===== config.mk =====
export PLATFORM = sky130hd
export DESIGN_NAME = neighbor_link_table_forwarder_top
export DESIGN_NICKNAME = d
export VERILOG_FILES = /design/src/rtl/nltf_pkg.sv /design/src/rtl/neighbor_link_table_forwarder_top.sv /design/src/rtl/nltf_ram.sv /design/src/rtl/nltf_front.sv /design/src/rtl/nltf_back.sv
export VERILOG_INCLUDE_DIRS = /design/src /design/src/rtl
export SDC_FILE = /design/constraint.sdc
export NUM_CORES = 2
export LEC_CHECK = 0
export BUFFER_PORTS_ARGS = -buffer_cell sky130_fd_sc_hd__buf_4
export CAP_MARGIN = 15
export CELL_PAD_IN_SITES_DETAIL_PLACEMENT = 1
export CELL_PAD_IN_SITES_GLOBAL_PLACEMENT = 2
export CORE_AREA = 10 10 507 460
export DETAILED_ROUTE_END_ITERATION = 8
export DIE_AREA = 0 0 517 470
export GPL_TIMING_DRIVEN = 0
export PLACE_DENSITY_LB_ADDON = 0.08
export RECOVER_POWER = 25
export SLEW_MARGIN = 10
export SYNTH_ARGS = -nofsm -noshare
export SYNTH_HDL_FRONTEND = slang
export SYNTH_SLANG_ARGS = --single-unit
export TNS_END_PERCENT = 5

===== constraint.sdc =====
create_clock -name clock -period 26.8 [get_ports clock]
set_input_delay 5.36 -clock clock [delete_from_list [all_inputs] [get_ports clock]]
set_output_delay 5.36 -clock clock [all_outputs]
set_load 0.01 [all_outputs]

===== src/rtl/assert_macros.svh =====
// assertion macros used by the back end rtl file
`ifndef ASSERT_MACROS_SVH
`define ASSERT_MACROS_SVH

// same-cycle implication, disabled while in reset
`define NLTF_ASSERT_IMPLY(label, clk, rst, ante, cons, msg) \
   label: assert property (@(posedge clk) disable iff (rst) (ante) |-> (cons)) \
      else $error(msg);

// next-cycle implication, disabled while in reset
`define NLTF_ASSERT_NEXT(label, clk, rst, ante, cons, msg) \
   label: assert property (@(posedge clk) disable iff (rst) (ante) |=> (cons)) \
      else $error(msg);

`endif


===== src/rtl/nltf_pkg.sv =====
// shared types, codes and helpers of the neighbor link table forwarder
package nltf_pkg;

   // operation codes
   localparam logic [1:0] OP_ADD  = 2'd0;
   localparam logic [1:0] OP_FWD  = 2'd1;
   localparam logic [1:0] OP_FIND = 2'd2;

   // status codes
   localparam logic [2:0] ST_OK         = 3'd0;
   localparam logic [2:0] ST_NODES_FULL = 3'd1;
   localparam logic [2:0] ST_LINKS_FULL = 3'd2;
   localparam logic [2:0] ST_BAD_PORT   = 3'd3;
   localparam logic [2:0] ST_UNKNOWN    = 3'd4;
   localparam logic [2:0] ST_NO_LINKS   = 3'd5;

   localparam logic [7:0] BCAST_BYTE = 8'hFF;

   // command queue between front and back
   localparam int QDEPTH = 2;
   localparam int QAW    = 1;

   typedef struct packed {
      logic [1:0]  op;
      logic [31:0] id_u;
      logic [31:0] id_v;
      logic [3:0]  source_node;
      logic [7:0]  port_byte;
   } req_type;

   typedef struct packed {
      logic [2:0]  status;
      logic [3:0]  dest_node;
      logic [31:0] dest_id;
      logic [3:0]  out_port;
      logic        last;
   } rsp_type;

   typedef struct packed {
      logic [1:0]  op;
      logic [31:0] id_u;
      logic [31:0] id_v;
      logic [3:0]  source_node;
      logic [7:0]  port_byte;
      logic        bcast;
   } cmd_type;

   typedef struct packed {
      logic    valid;
      cmd_type cmd;
   } head_type;

   function automatic rsp_type pack_rsp(input logic [2:0]  status,
                                        input logic [3:0]  dest_node,
                                        input logic [31:0] dest_id,
                                        input logic [3:0]  out_port,
                                        input logic        last);
      rsp_type r;
      r.status    = status;
      r.dest_node = dest_node;
      r.dest_id   = dest_id;
      r.out_port  = out_port;
      r.last      = last;
      return r;
   endfunction

endpackage


===== src/rtl/neighbor_link_table_forwarder_top.sv =====
// top level of the neighbor link table forwarder
//
// command-style block: a transaction is taken when start is high and busy is
// low; each result shows on rsp_payload for exactly one cycle with rsp_strobe
// high and cannot be held off, so the receiver must take it in that cycle.
// the front end queues up to two commands, so start may be accepted while the
// back end is still working; busy rises only when that queue is full. the
// back end works one command at a time with one read port on each memory:
// find and add link both scan the node id memory one entry per cycle; a
// forward reads the source node's link count and then walks its links, one
// for a single forward and all n for a broadcast over n links, and the
// results come out one per cycle with last on the final one.
// error results (table full, link list full, bad port, unknown node, no
// neighbors) are single results with last set. op code 3 is accepted and
// gives no result. all memories start undefined and need no clearing pass:
// only entries below the node count and below each node's link count are read.
module neighbor_link_table_forwarder_top #(
   parameter int MAX_NODES = 16,
   parameter int MAX_LINKS = 16
) (
   input  logic              clock,
   input  logic              reset,
   input  logic              start,
   output logic              busy,
   input  nltf_pkg::req_type req_payload,
   output logic              rsp_strobe,
   output nltf_pkg::rsp_type rsp_payload
);
   import nltf_pkg::*;

   // command queue head and pop handshake between the two halves
   head_type head;
   logic     pop;

   // front end: transaction accept, op classification, command queue
   nltf_front u_front (
      .clock       (clock),
      .reset       (reset),
      .start       (start),
      .busy        (busy),
      .req_payload (req_payload),
      .head        (head),
      .pop         (pop)
   );

   // back end: id scan, capacity checks, table updates, link walk
   nltf_back #(
      .MAX_NODES (MAX_NODES),
      .MAX_LINKS (MAX_LINKS)
   ) u_back (
      .clock       (clock),
      .reset       (reset),
      .head        (head),
      .pop         (pop),
      .rsp_strobe  (rsp_strobe),
      .rsp_payload (rsp_payload)
   );

endmodule


===== src/rtl/nltf_ram.sv =====
// generic single write port ram with registered read
module nltf_ram #(
   parameter int WIDTH = 8,
   parameter int DEPTH = 16,
   localparam int AW = (DEPTH > 1) ? $clog2(DEPTH) : 1
) (
   input  logic             clock,
   input  logic             wr_en,
   input  logic [AW-1:0]    wr_addr,
   input  logic [WIDTH-1:0] wr_data,
   input  logic [AW-1:0]    rd_addr,
   output logic [WIDTH-1:0] rd_data
);

   logic [WIDTH-1:0] mem_ff [DEPTH];
   logic [WIDTH-1:0] rd_data_ff;

   always_ff @(posedge clock) begin
      if (wr_en) begin
         mem_ff[wr_addr] <= wr_data;
      end
      rd_data_ff <= mem_ff[rd_addr];
   end

   assign rd_data = rd_data_ff;

endmodule


===== src/rtl/nltf_front.sv =====
// front end: takes transactions, classifies them and queues commands
module nltf_front (
   input  logic              clock,
   input  logic              reset,
   input  logic              start,
   output logic              busy,
   input  nltf_pkg::req_type req_payload,
   output nltf_pkg::head_type head,
   input  logic              pop
);
   import nltf_pkg::*;

   cmd_type          q_ff [QDEPTH];
   logic [QAW-1:0]   wr_ptr_ff, wr_ptr_in;
   logic [QAW-1:0]   rd_ptr_ff, rd_ptr_in;
   logic [QAW:0]     count_ff, count_in;
   logic             push;
   cmd_type          cmd;

   assign busy = (count_ff == (QAW+1)'(QDEPTH));

   // unused op code is accepted and dropped here
   assign push = start && !busy && (req_payload.op inside {OP_ADD, OP_FWD, OP_FIND});

   always_comb begin
      cmd.op          = req_payload.op;
      cmd.id_u        = req_payload.id_u;
      cmd.id_v        = req_payload.id_v;
      cmd.source_node = req_payload.source_node;
      cmd.port_byte   = req_payload.port_byte;
      cmd.bcast       = (req_payload.port_byte == BCAST_BYTE);
   end

   always_comb begin
      wr_ptr_in = wr_ptr_ff;
      rd_ptr_in = rd_ptr_ff;
      count_in  = count_ff;
      if (push) begin
         wr_ptr_in = wr_ptr_ff + 1'b1;
      end
      if (pop) begin
         rd_ptr_in = rd_ptr_ff + 1'b1;
      end
      if (push && !pop) begin
         count_in = count_ff + 1'b1;
      end else if (pop && !push) begin
         count_in = count_ff - 1'b1;
      end
   end

   always_ff @(posedge clock) begin
      if (reset) begin
         wr_ptr_ff <= '0;
         rd_ptr_ff <= '0;
         count_ff  <= '0;
      end else begin
         wr_ptr_ff <= wr_ptr_in;
         rd_ptr_ff <= rd_ptr_in;
         count_ff  <= count_in;
      end
   end

   always_ff @(posedge clock) begin
      if (push) begin
         q_ff[wr_ptr_ff] <= cmd;
      end
   end

   assign head.valid = (count_ff != '0);
   assign head.cmd   = q_ff[rd_ptr_ff];

endmodule


===== src/rtl/nltf_back.sv =====
// back end: sequencer over node, link count and link memories
`include "assert_macros.svh"
module nltf_back #(
   parameter int MAX_NODES = 16,
   parameter int MAX_LINKS = 16
) (
   input  logic               clock,
   input  logic               reset,
   input  nltf_pkg::head_type head,
   output logic               pop,
   output logic               rsp_strobe,
   output nltf_pkg::rsp_type  rsp_payload
);
   import nltf_pkg::*;

   localparam int NW    = (MAX_NODES > 1) ? $clog2(MAX_NODES) : 1;
   localparam int NCW   = $clog2(MAX_NODES + 1);
   localparam int NTW   = NCW + 1;
   localparam int LW    = (MAX_LINKS > 1) ? $clog2(MAX_LINKS) : 1;
   localparam int LCW   = $clog2(MAX_LINKS + 1);
   localparam int CW    = LCW + 2;
   localparam int LAW   = $clog2(MAX_NODES * MAX_LINKS);
   localparam int ENT_W = NW + LW;
   localparam int SRCW  = NCW + 4;
   localparam int PW    = LCW + 8;

   localparam int SW = 4;
   localparam logic [SW-1:0] S_IDLE    = 4'd0;
   localparam logic [SW-1:0] S_SCAN    = 4'd1;
   localparam logic [SW-1:0] S_CNT_U   = 4'd2;
   localparam logic [SW-1:0] S_CNT_V   = 4'd3;
   localparam logic [SW-1:0] S_CHECK   = 4'd4;
   localparam logic [SW-1:0] S_WR_U    = 4'd5;
   localparam logic [SW-1:0] S_WR_V    = 4'd6;
   localparam logic [SW-1:0] S_FWD_CNT = 4'd7;
   localparam logic [SW-1:0] S_FWD_DEC = 4'd8;
   localparam logic [SW-1:0] S_FWD_RUN = 4'd9;

   function automatic logic [LAW-1:0] link_addr(input logic [NW-1:0]  node,
                                                input logic [LCW-1:0] slot);
      link_addr = LAW'(node) * LAW'(MAX_LINKS) + LAW'(slot);
   endfunction

   // control registers
   logic [SW-1:0]  state_ff, state_in;
   logic [NCW-1:0] node_total_ff, node_total_in;
   logic           rsp_strobe_ff, rsp_strobe_in;
   logic           cmp_vld_ff, cmp_vld_in;
   logic           v1_ff, v1_in;
   logic           v2_ff, v2_in;

   // working registers
   cmd_type        cmd_ff, cmd_in;
   rsp_type        rsp_ff, rsp_in;
   logic [NCW-1:0] issue_ff, issue_in;
   logic [NW-1:0]  cmp_idx_ff, cmp_idx_in;
   logic           hu_ff, hu_in, hv_ff, hv_in;
   logic [NW-1:0]  iu_ff, iu_in, iv_ff, iv_in;
   logic [LCW-1:0] cu_ff, cu_in;
   logic [LCW-1:0] eu_ff, eu_in, ev_ff, ev_in;
   logic           new_u_ff, new_u_in, new_v_ff, new_v_in;
   logic [NCW-1:0] nt_new_ff, nt_new_in;
   logic [LCW-1:0] lj_ff, lj_in, lend_ff, lend_in;
   logic [LCW-1:0] j1_ff, j1_in, j2_ff, j2_in;
   logic [NW-1:0]  far2_ff, far2_in;
   logic [LW-1:0]  back2_ff, back2_in;

   // memory ports
   logic              node_we, lt_we, link_we;
   logic [NW-1:0]     node_waddr, node_raddr, lt_waddr, lt_raddr;
   logic [31:0]       node_wdata, node_rdata;
   logic [LCW-1:0]    lt_wdata, lt_rdata;
   logic [LAW-1:0]    link_waddr, link_raddr;
   logic [ENT_W-1:0]  link_wdata, link_rdata;
   logic [NW-1:0]     link_far;
   logic [LW-1:0]     link_back;

   // add link decision
   logic [NTW-1:0] need;
   logic           nodes_full, links_full, self_hit;
   logic [NW-1:0]  iu_new, iv_new;
   logic [NCW-1:0] nt1;
   logic           new_v;
   logic [LCW-1:0] eu_new, ev_new;

   assign link_far  = link_rdata[ENT_W-1:LW];
   assign link_back = link_rdata[LW-1:0];

   nltf_ram #(.WIDTH(32), .DEPTH(MAX_NODES)) u_node_ram (
      .clock   (clock),
      .wr_en   (node_we),
      .wr_addr (node_waddr),
      .wr_data (node_wdata),
      .rd_addr (node_raddr),
      .rd_data (node_rdata)
   );

   nltf_ram #(.WIDTH(LCW), .DEPTH(MAX_NODES)) u_count_ram (
      .clock   (clock),
      .wr_en   (lt_we),
      .wr_addr (lt_waddr),
      .wr_data (lt_wdata),
      .rd_addr (lt_raddr),
      .rd_data (lt_rdata)
   );

   nltf_ram #(.WIDTH(ENT_W), .DEPTH(MAX_NODES * MAX_LINKS)) u_link_ram (
      .clock   (clock),
      .wr_en   (link_we),
      .wr_addr (link_waddr),
      .wr_data (link_wdata),
      .rd_addr (link_raddr),
      .rd_data (link_rdata)
   );

   // capacity checks and new indexes, valid in S_CHECK
   always_comb begin
      need = NTW'(!hu_ff) + NTW'(!hv_ff && (hu_ff || (cmd_ff.id_v != cmd_ff.id_u)));
      nodes_full = (NTW'(node_total_ff) + need) > NTW'(MAX_NODES);
      self_hit   = hu_ff && hv_ff && (iu_ff == iv_ff);
      if (self_hit) begin
         links_full = (CW'(cu_ff) + CW'(2)) > CW'(MAX_LINKS);
      end else begin
         links_full = (hu_ff && ((CW'(cu_ff) + CW'(1)) > CW'(MAX_LINKS))) ||
                      (hv_ff && ((CW'(lt_rdata) + CW'(1)) > CW'(MAX_LINKS)));
      end
      iu_new = hu_ff ? iu_ff : NW'(node_total_ff);
      nt1    = node_total_ff + NCW'(!hu_ff);
      if (hv_ff) begin
         iv_new = iv_ff;
         new_v  = 1'b0;
      end else if (cmd_ff.id_v == cmd_ff.id_u) begin
         iv_new = iu_new;
         new_v  = 1'b0;
      end else begin
         iv_new = NW'(nt1);
         new_v  = 1'b1;
      end
      eu_new = hu_ff ? cu_ff : '0;
      if (iv_new == iu_new) begin
         ev_new = eu_new + LCW'(1);
      end else begin
         ev_new = hv_ff ? lt_rdata : '0;
      end
   end

   always_comb begin
      state_in      = state_ff;
      node_total_in = node_total_ff;
      rsp_strobe_in = 1'b0;
      rsp_in        = rsp_ff;
      cmp_vld_in    = cmp_vld_ff;
      v1_in         = v1_ff;
      v2_in         = v2_ff;
      cmd_in        = cmd_ff;
      issue_in      = issue_ff;
      cmp_idx_in    = cmp_idx_ff;
      hu_in         = hu_ff;
      hv_in         = hv_ff;
      iu_in         = iu_ff;
      iv_in         = iv_ff;
      cu_in         = cu_ff;
      eu_in         = eu_ff;
      ev_in         = ev_ff;
      new_u_in      = new_u_ff;
      new_v_in      = new_v_ff;
      nt_new_in     = nt_new_ff;
      lj_in         = lj_ff;
      lend_in       = lend_ff;
      j1_in         = j1_ff;
      j2_in         = j2_ff;
      far2_in       = far2_ff;
      back2_in      = back2_ff;
      pop           = 1'b0;

      node_we    = 1'b0;
      node_waddr = iu_ff;
      node_wdata = cmd_ff.id_u;
      node_raddr = NW'(issue_ff);
      lt_we      = 1'b0;
      lt_waddr   = iu_ff;
      lt_wdata   = eu_ff + LCW'(1);
      lt_raddr   = iu_ff;
      link_we    = 1'b0;
      link_waddr = link_addr(iu_ff, eu_ff);
      link_wdata = {iv_ff, LW'(ev_ff)};
      link_raddr = link_addr(NW'(cmd_ff.source_node), lj_ff);

      case (state_ff)
         S_IDLE: begin
            if (head.valid) begin
               pop        = 1'b1;
               cmd_in     = head.cmd;
               issue_in   = '0;
               cmp_vld_in = 1'b0;
               hu_in      = 1'b0;
               hv_in      = 1'b0;
               case (head.cmd.op)
                  OP_ADD, OP_FIND: begin
                     state_in = S_SCAN;
                  end
                  OP_FWD: begin
                     if (SRCW'(head.cmd.source_node) >= SRCW'(node_total_ff)) begin
                        rsp_strobe_in = 1'b1;
                        rsp_in = pack_rsp(ST_UNKNOWN, 4'd0, 32'd0, 4'd0, 1'b1);
                     end else begin
                        state_in = S_FWD_CNT;
                     end
                  end
                  default: begin
                     state_in = S_IDLE;
                  end
               endcase
            end
         end
         S_SCAN: begin
            if (issue_ff != node_total_ff) begin
               issue_in   = issue_ff + NCW'(1);
               cmp_vld_in = 1'b1;
               cmp_idx_in = NW'(issue_ff);
            end else begin
               cmp_vld_in = 1'b0;
            end
            if (cmp_vld_ff) begin
               if (!hu_ff && (node_rdata == cmd_ff.id_u)) begin
                  hu_in = 1'b1;
                  iu_in = cmp_idx_ff;
               end
               if (!hv_ff && (node_rdata == cmd_ff.id_v)) begin
                  hv_in = 1'b1;
                  iv_in = cmp_idx_ff;
               end
            end
            if ((issue_ff == node_total_ff) && !cmp_vld_ff) begin
               if (cmd_ff.op == OP_FIND) begin
                  rsp_strobe_in = 1'b1;
                  if (hu_ff) begin
                     rsp_in = pack_rsp(ST_OK, 4'(iu_ff), cmd_ff.id_u, 4'd0, 1'b1);
                  end else begin
                     rsp_in = pack_rsp(ST_UNKNOWN, 4'd0, 32'd0, 4'd0, 1'b1);
                  end
                  state_in = S_IDLE;
               end else begin
                  state_in = S_CNT_U;
               end
            end
         end
         S_CNT_U: begin
            lt_raddr = iu_ff;
            state_in = S_CNT_V;
         end
         S_CNT_V: begin
            lt_raddr = iv_ff;
            cu_in    = lt_rdata;
            state_in = S_CHECK;
         end
         S_CHECK: begin
            if (nodes_full) begin
               rsp_strobe_in = 1'b1;
               rsp_in   = pack_rsp(ST_NODES_FULL, 4'd0, 32'd0, 4'd0, 1'b1);
               state_in = S_IDLE;
            end else if (links_full) begin
               rsp_strobe_in = 1'b1;
               rsp_in   = pack_rsp(ST_LINKS_FULL, 4'd0, 32'd0, 4'd0, 1'b1);
               state_in = S_IDLE;
            end else begin
               iu_in     = iu_new;
               iv_in     = iv_new;
               new_u_in  = !hu_ff;
               new_v_in  = new_v;
               eu_in     = eu_new;
               ev_in     = ev_new;
               nt_new_in = nt1 + NCW'(new_v);
               state_in  = S_WR_U;
            end
         end
         S_WR_U: begin
            node_we    = new_u_ff;
            node_waddr = iu_ff;
            node_wdata = cmd_ff.id_u;
            lt_we      = 1'b1;
            lt_waddr   = iu_ff;
            lt_wdata   = eu_ff + LCW'(1);
            link_we    = 1'b1;
            link_waddr = link_addr(iu_ff, eu_ff);
            link_wdata = {iv_ff, LW'(ev_ff)};
            state_in   = S_WR_V;
         end
         S_WR_V: begin
            node_we    = new_v_ff;
            node_waddr = iv_ff;
            node_wdata = cmd_ff.id_v;
            lt_we      = 1'b1;
            lt_waddr   = iv_ff;
            lt_wdata   = ev_ff + LCW'(1);
            link_we    = 1'b1;
            link_waddr = link_addr(iv_ff, ev_ff);
            link_wdata = {iu_ff, LW'(eu_ff)};
            node_total_in = nt_new_ff;
            rsp_strobe_in = 1'b1;
            rsp_in   = pack_rsp(ST_OK, 4'(iu_ff), cmd_ff.id_u, 4'(eu_ff), 1'b1);
            state_in = S_IDLE;
         end
         S_FWD_CNT: begin
            lt_raddr = NW'(cmd_ff.source_node);
            state_in = S_FWD_DEC;
         end
         S_FWD_DEC: begin
            v1_in = 1'b0;
            v2_in = 1'b0;
            if (cmd_ff.bcast) begin
               if (lt_rdata == '0) begin
                  rsp_strobe_in = 1'b1;
                  rsp_in   = pack_rsp(ST_NO_LINKS, 4'd0, 32'd0, 4'd0, 1'b1);
                  state_in = S_IDLE;
               end else begin
                  lj_in    = '0;
                  lend_in  = lt_rdata;
                  state_in = S_FWD_RUN;
               end
            end else if (PW'(cmd_ff.port_byte) >= PW'(lt_rdata)) begin
               rsp_strobe_in = 1'b1;
               rsp_in   = pack_rsp(ST_BAD_PORT, 4'd0, 32'd0, 4'd0, 1'b1);
               state_in = S_IDLE;
            end else begin
               lj_in    = LCW'(cmd_ff.port_byte);
               lend_in  = LCW'(cmd_ff.port_byte) + LCW'(1);
               state_in = S_FWD_RUN;
            end
         end
         S_FWD_RUN: begin
            // stage 0 reads the link, stage 1 reads the far id, stage 2 emits
            link_raddr = link_addr(NW'(cmd_ff.source_node), lj_ff);
            if (lj_ff != lend_ff) begin
               v1_in = 1'b1;
               j1_in = lj_ff;
               lj_in = lj_ff + LCW'(1);
            end else begin
               v1_in = 1'b0;
            end
            node_raddr = link_far;
            v2_in      = v1_ff;
            if (v1_ff) begin
               j2_in    = j1_ff;
               far2_in  = link_far;
               back2_in = link_back;
            end
            if (v2_ff) begin
               rsp_strobe_in = 1'b1;
               rsp_in = pack_rsp(ST_OK, 4'(far2_ff), node_rdata, 4'(back2_ff),
                                 (j2_ff + LCW'(1)) == lend_ff);
            end
            if (!v1_ff && !v2_ff && (lj_ff == lend_ff)) begin
               state_in = S_IDLE;
            end
         end
         default: begin
            state_in = S_IDLE;
         end
      endcase
   end

   always_ff @(posedge clock) begin
      if (reset) begin
         state_ff      <= S_IDLE;
         node_total_ff <= '0;
         rsp_strobe_ff <= 1'b0;
         cmp_vld_ff    <= 1'b0;
         v1_ff         <= 1'b0;
         v2_ff         <= 1'b0;
      end else begin
         state_ff      <= state_in;
         node_total_ff <= node_total_in;
         rsp_strobe_ff <= rsp_strobe_in;
         cmp_vld_ff    <= cmp_vld_in;
         v1_ff         <= v1_in;
         v2_ff         <= v2_in;
      end
   end

   always_ff @(posedge clock) begin
      cmd_ff     <= cmd_in;
      rsp_ff     <= rsp_in;
      issue_ff   <= issue_in;
      cmp_idx_ff <= cmp_idx_in;
      hu_ff      <= hu_in;
      hv_ff      <= hv_in;
      iu_ff      <= iu_in;
      iv_ff      <= iv_in;
      cu_ff      <= cu_in;
      eu_ff      <= eu_in;
      ev_ff      <= ev_in;
      new_u_ff   <= new_u_in;
      new_v_ff   <= new_v_in;
      nt_new_ff  <= nt_new_in;
      lj_ff      <= lj_in;
      lend_ff    <= lend_in;
      j1_ff      <= j1_in;
      j2_ff      <= j2_in;
      far2_ff    <= far2_in;
      back2_ff   <= back2_in;
   end

   assign rsp_strobe  = rsp_strobe_ff;
   assign rsp_payload = rsp_ff;

   `NLTF_ASSERT_IMPLY(a_node_bound, clock, reset, 1'b1, node_total_ff <= NCW'(MAX_NODES), "node count beyond table size")
   `NLTF_ASSERT_IMPLY(a_err_last, clock, reset, rsp_strobe_ff && (rsp_ff.status != ST_OK), rsp_ff.last, "error result without last")
   `NLTF_ASSERT_NEXT(a_burst_gapless, clock, reset, rsp_strobe_ff && !rsp_ff.last, rsp_strobe_ff, "broadcast burst broke before last")

endmodule

---- Word-level counts from Yosys, hierarchy flattened ----
Memory sizes are Yosys's and may differ from the RTL's. A register that Yosys moved wholly into a read port is not among the register bits.
Cells that the tools add are included.
cells by class
  multipliers ............................. 0
  magnitude comparators ................... 6
  mux-type cells .......................... 100
  eq/ne operators ......................... 49
  divide/modulo/power cells ............... 0
  bitwise gates (word level) .............. 2
  reduce and logical (&&, ||, !) cells .... 52
  shift operators ......................... 0
  add/subtract/negate cells ............... 21
operator list
  kind                                                                  number
  44-bit 2-to-1 mux                                                     12
  44-bit one-hot mux with 6 select lines                                1
  32-bit == test                                                        3
  4-bit 2-to-1 mux                                                      21
  5-bit 2-to-1 mux                                                      13
  4-bit one-hot mux with 9 select lines                                 1
  5-bit by 1-bit adder with 5-bit output, second input constant         7
  1-bit 2-to-1 mux                                                      32
  32-bit 2-to-1 mux                                                     1
  32-bit != test                                                        1
  4-bit one-hot mux with 2 select lines                                 4
  8-bit by 5-bit adder with 8-bit output                                3
  2-bit by 1-bit != test with 1-bit output, second input constant       11
  7-bit by 5-bit > comparator with 1-bit output, second input constant  3
  5-bit one-hot mux with 2 select lines                                 2
  4-bit by 3-bit == test with 1-bit output, second input constant       4
  8-bit 2-to-1 mux                                                      2
  4-bit AND reduction                                                   4
  5-bit == test                                                         3
  1-bit logical AND                                                     14
  5-bit by 1-bit adder with 6-bit output, second input constant         2
  1-bit one-hot mux with 2 select lines                                 6
  5-bit by 1-bit adder with 5-bit output                                2
  2-bit != test, second input constant                                  5
  other kinds (37)                                                      73
storage, ports and cells
  latch bits .............................. 0
  logic and storage cells ................. 272
  input bits .............................. 81
  bits in registers ....................... 209
  ROM bits ................................ 0
  memories ................................ 4
  output and inout port bits .............. 46
  memory bits (writable) .................. 2798
memory list
  memory                     depth  width  read ports  clocked after memory_dff  write ports  RTL line          source
  u_back.u_link_ram.mem_ff   256    8      1           1                         1            nltf_ram.sv:15    logic [WIDTH-1:0] mem_ff [DEPTH];
  u_back.u_node_ram.mem_ff   16     32     1           1                         1            nltf_ram.sv:15
  u_front.q_ff               2      79     1           1                         1            nltf_front.sv:13  cmd_type q_ff [QDEPTH];
  u_back.u_count_ram.mem_ff  16     5      1           1                         1            nltf_ram.sv:15

---- Longest topological paths before layout ----
  depth in word-level cells ............... 8
  gate-level depth with buffers ........... 17
  gate-level depth less buffers ........... 16

---- Hierarchy ----
From an unflattened synthesis, not the netlist that was laid out.
second synthesis, totals
  cell total of the unflattened synthesis .. 5962
  area, all modules ....................... 119403.3 um^2
by module, submodules not included
  module                          seq. area each (um^2)  area each (um^2)  instances  cells each
  nltf_ram at u_back.u_link_ram   61659.1                79556.3           1          3733
  nltf_ram at u_back.u_node_ram   16015.4                19854.0           1          838
  nltf_back                       6025.8                 10787.8           1          962
  nltf_front                      4844.6                 5992.0            1          274
  nltf_ram at u_back.u_count_ram  2502.4                 3213.1            1          155

---- Worst setup path before layout ----
No wires, ideal clock.
  kind .................................... reg-to-reg
  start ................................... reg u_back.state_ff[3]
  end ..................................... mem u_back.u_link_ram.mem_ff[0][4] (data pin)
  setup time .............................. 2.188 ns
  cell stages (with the launch flop) ...... 9
  path slack .............................. 13.223 ns
  arrival time ............................ 11.388 ns
  period minus slack after synthesis ...... 13.577 ns
  cells stage by stage .................... dfxtp_1 clkbuf_1 inv_1 nand2_1 nor3_2 clkbuf_1 buf_1 clkbuf_1 o21ai_0
between the ends
  word-level cells in the longest chain between the ends .. 2
RTL lines
  element                                   RTL line          source
  start: declaration                        nltf_back.sv:45   logic [SW-1:0] state_ff, state_in;
  start signal: assignment                  nltf_back.sv:372  state_ff <= state_in;
  4-bit by 3-bit == test with 1-bit output  --
  8-bit 2-to-1 mux                          nltf_back.sv:189  case (state_ff)
  named net u_back.link_wdata[4]            nltf_back.sv:74   logic [ENT_W-1:0] link_wdata, link_rdata;
  end: declaration                          nltf_ram.sv:15
The timed path passes the listed nets, and every way through them passes these cells.

---- Worst setup path in the final report ----
  start ................................... reg u_back.state_ff[2]
  end ..................................... mem u_back.u_link_ram.mem_ff[608][2], in the netlist u_back.u_link_ram.mem_ff[152][2], enable pin
between the ends
  word-level cells in the longest chain between the ends .. 5
RTL lines
  element                                                             RTL line          source
  4-bit by 3-bit == test with 1-bit output, on equally long branches  --
  2-bit OR reduction (no line)                                        --
  1-bit 2-to-1 mux                                                    nltf_back.sv:189
  1-bit 2-to-1 mux                                                    nltf_ram.sv:19    if (wr_en) begin
  1-bit 2-to-1 mux (not written as such)                              nltf_ram.sv:20    mem_ff[wr_addr] <= wr_data;
Several ways; a longest one is shown, not always the timed one.

==> flow_summary.toml <==
[timing]
total_negative_slack_ps = 0
final_hold_viol_count = 0
timing.clock.skew_ps = 53.3
timing.max_slew.rel_slack_pct = -185
max_freq_mhz = 119
report.final.setup_viol = 0
final-max-slew-violation-count = 820
worst_pin_slew_ps = 4230
setup_repair_after_global_routing_missed_its_margin = "no"
fin_crit_sh_pct = 31.3
finalWorstPathRequiredPeriod_ps = 8380

[setup_path]
end_kind = "register"
arrival_ps = 8910
required_time_of_the_critical_path_ps = 27330
critPathKind = "register to register"
r2r_cells = 11
worst_setup_path_start_kind = "register"
critical_path.max_fanout = 12

[global_routing]
antenna_found_initial = 34
grt_max_degree = 85
first_global_vias = 64035
groute.usage.overall_pct = 32.8
grt_pass1_wl_um = 547000
overflow = 0

[routing]
final_antenna_net_count = 0
route.vias.total = 64473
violation_count_after_the_first_detailed_routing_iteration = 10001
wl_per_cell_um = 42.7
post_drt_via_cell_ratio = 6.84
detail_route.drc_violations = 0
drt_first_pass_iters = 6
postRouteWirelength_um = 402000

[synthesis]
ys_types = 64
ys_seq_area_share_pct = 76.3
post_synth_main_area_contributors = "sky130_fd_sc_hd__edfxtp_1, sky130_fd_sc_hd__mux4_2, sky130_fd_sc_hd__nor2_1"
async_set_reset_flop_share_out_of_synthesis_pct = 0
synth_enable_flop_cells = 2990
postSynthRegisterBits = 3053
synth_nets = 5829
syn_area_cell_um2 = 20.9
synth_cells = 5714
synth_area_leader_cell = "sky130_fd_sc_hd__edfxtp_1"
ys_warn_count = 0
synthDominantCellAreaShare_pct = 75.2
netlist_area_um2 = 119000
postSynth.topFlopCell = "sky130_fd_sc_hd__edfxtp_1"

[status]
failing_checks = "capacitance limit, slew limit"
run_status = "finished with violations"

[clock_network]
post_cts_resized = 0
clk_transition_reported_paths_ps = 60
cts_buffer_depth = 4
cts_tree = "yes"
numClockSinks = 3053
htree_num_levels = 5
post-cts-setup-buffer-count = 0
clk_latency_ps = 960
cts-hold-fix-buffers = 0
clock_tree.root_cell = "sky130_fd_sc_hd__clkbuf_16"
cts_made_buffers = 319

[worst_hold_path]
hold_path_class = "register to register"
whs_path_depth = 0

[final_layout]
flow.area_growth_from_synthesis_pct = 13.7
nNetsFinal = 6367
design_area_um2 = 136000
drive_above_1_share_pct = 25.3

[floorplan]
floorplan.die.height_um = 470
die_w_um = 517
die_area_um2 = 243000
core_area_um2 = 223000
floorplan.initialDensity_pct = 53.5
placement_rows = 165
number_of_top_level_pins = 127

[placed_design]
place_area_um2 = 126000
finalWeightedCongestion = 0.934
place.port_buffers = 125
detailedPlacementHpwl_um = 270000

[power]
report.power.total_mw = 12.4
powerDensity_nw_per_um2 = 91.4
ir_worst_vdd_mv = 0.0742
power.leakage_nw = 43.0

[run]
cap_viol_max_count = 37
[worst paths after layout]
check                                                           from                                          to  slack, ps
worst min register to register  u_back.u_link_ram.rd_data[3]$_DFF_P_                u_back.back2_ff[3]$_DFFE_PP_        410
worst max-delay path                 u_back.state_ff[2]$_SDFFE_PP0P_  u_back.u_link_ram.mem_ff[152][2]$_DFFE_PP_      18420
worst min-delay path            u_back.u_link_ram.rd_data[3]$_DFF_P_                u_back.back2_ff[3]$_DFFE_PP_        410
worst max register to register       u_back.state_ff[2]$_SDFFE_PP0P_  u_back.u_link_ram.mem_ff[152][2]$_DFFE_PP_      18420
[logic make-up (layout without fill, tap and decap cells)]
group                      after synthesis  in the layout  synth area share (%)
adders and majority gates               34             34                 0.363
DFF                                   3053           3053                  76.3
other                                    0             17                     0
muxes                                  915            915                  15.8
AOI/OAI and AO/OA                      317            317                  1.79
and+or+nand+nor                        898            898                  3.25
xor gates and xnor gates               156            156                  1.14
buffers and inverters                  341           1114                  1.37
[layout by cell type (no fill, tap or decap), types with 45 or more instances in the layout]
cell type                   count
sky130_fd_sc_hd__xnor2_1       54
sky130_fd_sc_hd__mux2i_1       61
sky130_fd_sc_hd__clkinv_2      62
sky130_fd_sc_hd__edfxtp_1    2990
sky130_fd_sc_hd__clkinv_1      51
sky130_fd_sc_hd__a31oi_1       46
sky130_fd_sc_hd__xor2_1       100
sky130_fd_sc_hd__mux2_2        50
sky130_fd_sc_hd__clkbuf_16    327
sky130_fd_sc_hd__dfxtp_1       63
sky130_fd_sc_hd__buf_2         75
sky130_fd_sc_hd__clkbuf_1     223
sky130_fd_sc_hd__buf_4        156
sky130_fd_sc_hd__mux4_2       768
sky130_fd_sc_hd__nor2_1       365
sky130_fd_sc_hd__a22o_1        45
sky130_fd_sc_hd__nand2_1      301
sky130_fd_sc_hd__a21oi_1       60
sky130_fd_sc_hd__nand3_1       54
[registers in the layout, indices dropped and copies added, names as in the netlist, 8 cells and up, named ones only]
signal and flops:
u_back.rsp_payload 44, u_back.u_link_ram.rd_data 8, u_back.u_node_ram.mem_ff 512, u_back.u_link_ram.mem_ff 2048, u_back.u_node_ram.rd_data 32, u_back.u_count_ram.mem_ff 80, u_front.q_ff 158, u_back.cmd_ff 79
[power breakdown]
| part | switching [mW] | internal (mW) | total, mW |
|---|---|---|---|
| sequential | 0.216 | 5.74 | 5.96 |
| combinational | 1.45 | 0.642 | 2.09 |
| clock | 1.85 | 2.51 | 4.36 |
[critical path, cell delays in order, from the launching register on]
cell,delay [ps]
sky130_fd_sc_hd__dfxtp_1,330
sky130_fd_sc_hd__clkbuf_1,560
sky130_fd_sc_hd__nand2_1,340
sky130_fd_sc_hd__nor3_1,1020
sky130_fd_sc_hd__clkbuf_1,450
sky130_fd_sc_hd__clkbuf_1,630
sky130_fd_sc_hd__mux2i_1,770
sky130_fd_sc_hd__clkbuf_1,600
sky130_fd_sc_hd__ha_1,370
sky130_fd_sc_hd__nand3_1,950
sky130_fd_sc_hd__clkbuf_2,880
sky130_fd_sc_hd__nor2_1,1060
[metrics by stage]
step                cells  util (%)  worst slack, ps  hold slack, ps
detailed placement   8851      56.7            19520             390
finish               9426      60.9            18420             405
global route         9411      60.9            18380             408
floorplan            5714         -            13220             386
CTS                  9407      61.2            19710             405
global placement     8761      55.6              515             391
[cells in the mapped netlist, types with 42 or more instances]
cell type	count
sky130_fd_sc_hd__buf_2	68
sky130_fd_sc_hd__and2_1	44
sky130_fd_sc_hd__a21oi_1	62
sky130_fd_sc_hd__a211oi_1	42
sky130_fd_sc_hd__nor2_1	367
sky130_fd_sc_hd__a31oi_1	46
sky130_fd_sc_hd__mux2i_1	63
sky130_fd_sc_hd__edfxtp_1	2990
sky130_fd_sc_hd__clkbuf_1	161
sky130_fd_sc_hd__dfxtp_1	63
sky130_fd_sc_hd__xor2_1	100
sky130_fd_sc_hd__a22o_1	45
sky130_fd_sc_hd__mux4_2	768
sky130_fd_sc_hd__o21ai_0	43
sky130_fd_sc_hd__mux2_2	84
sky130_fd_sc_hd__xnor2_1	56
sky130_fd_sc_hd__nand3_1	54
sky130_fd_sc_hd__nand2_1	304
[area by class of cell]
cell class                      count  area (µm²)
Fill cell                       18407       87200
Tap cell                         2922        3660
Inverter                           33         125
Sequential cell                  3053       91000
Clock buffer                      393        8500
Multi-Input combinational cell   2320       26800
Buffer                            308        1560
Clock inverter                    163        1520
Antenna cell                       17        42.5
Timing Repair Buffer              217        2520
[metal layers]
layer / vias to the layer above / wire length [µm] / track usage, %
met5: - / 143 / 0
met4: 26 / 24000 / 15.8
met3: 958 / 43300 / 8.12
met2: 4316 / 186000 / 50.1
met1: 34591 / 149000 / 44.6
li1: 24582 / - / -
Power figures use the tool's default switching activity.
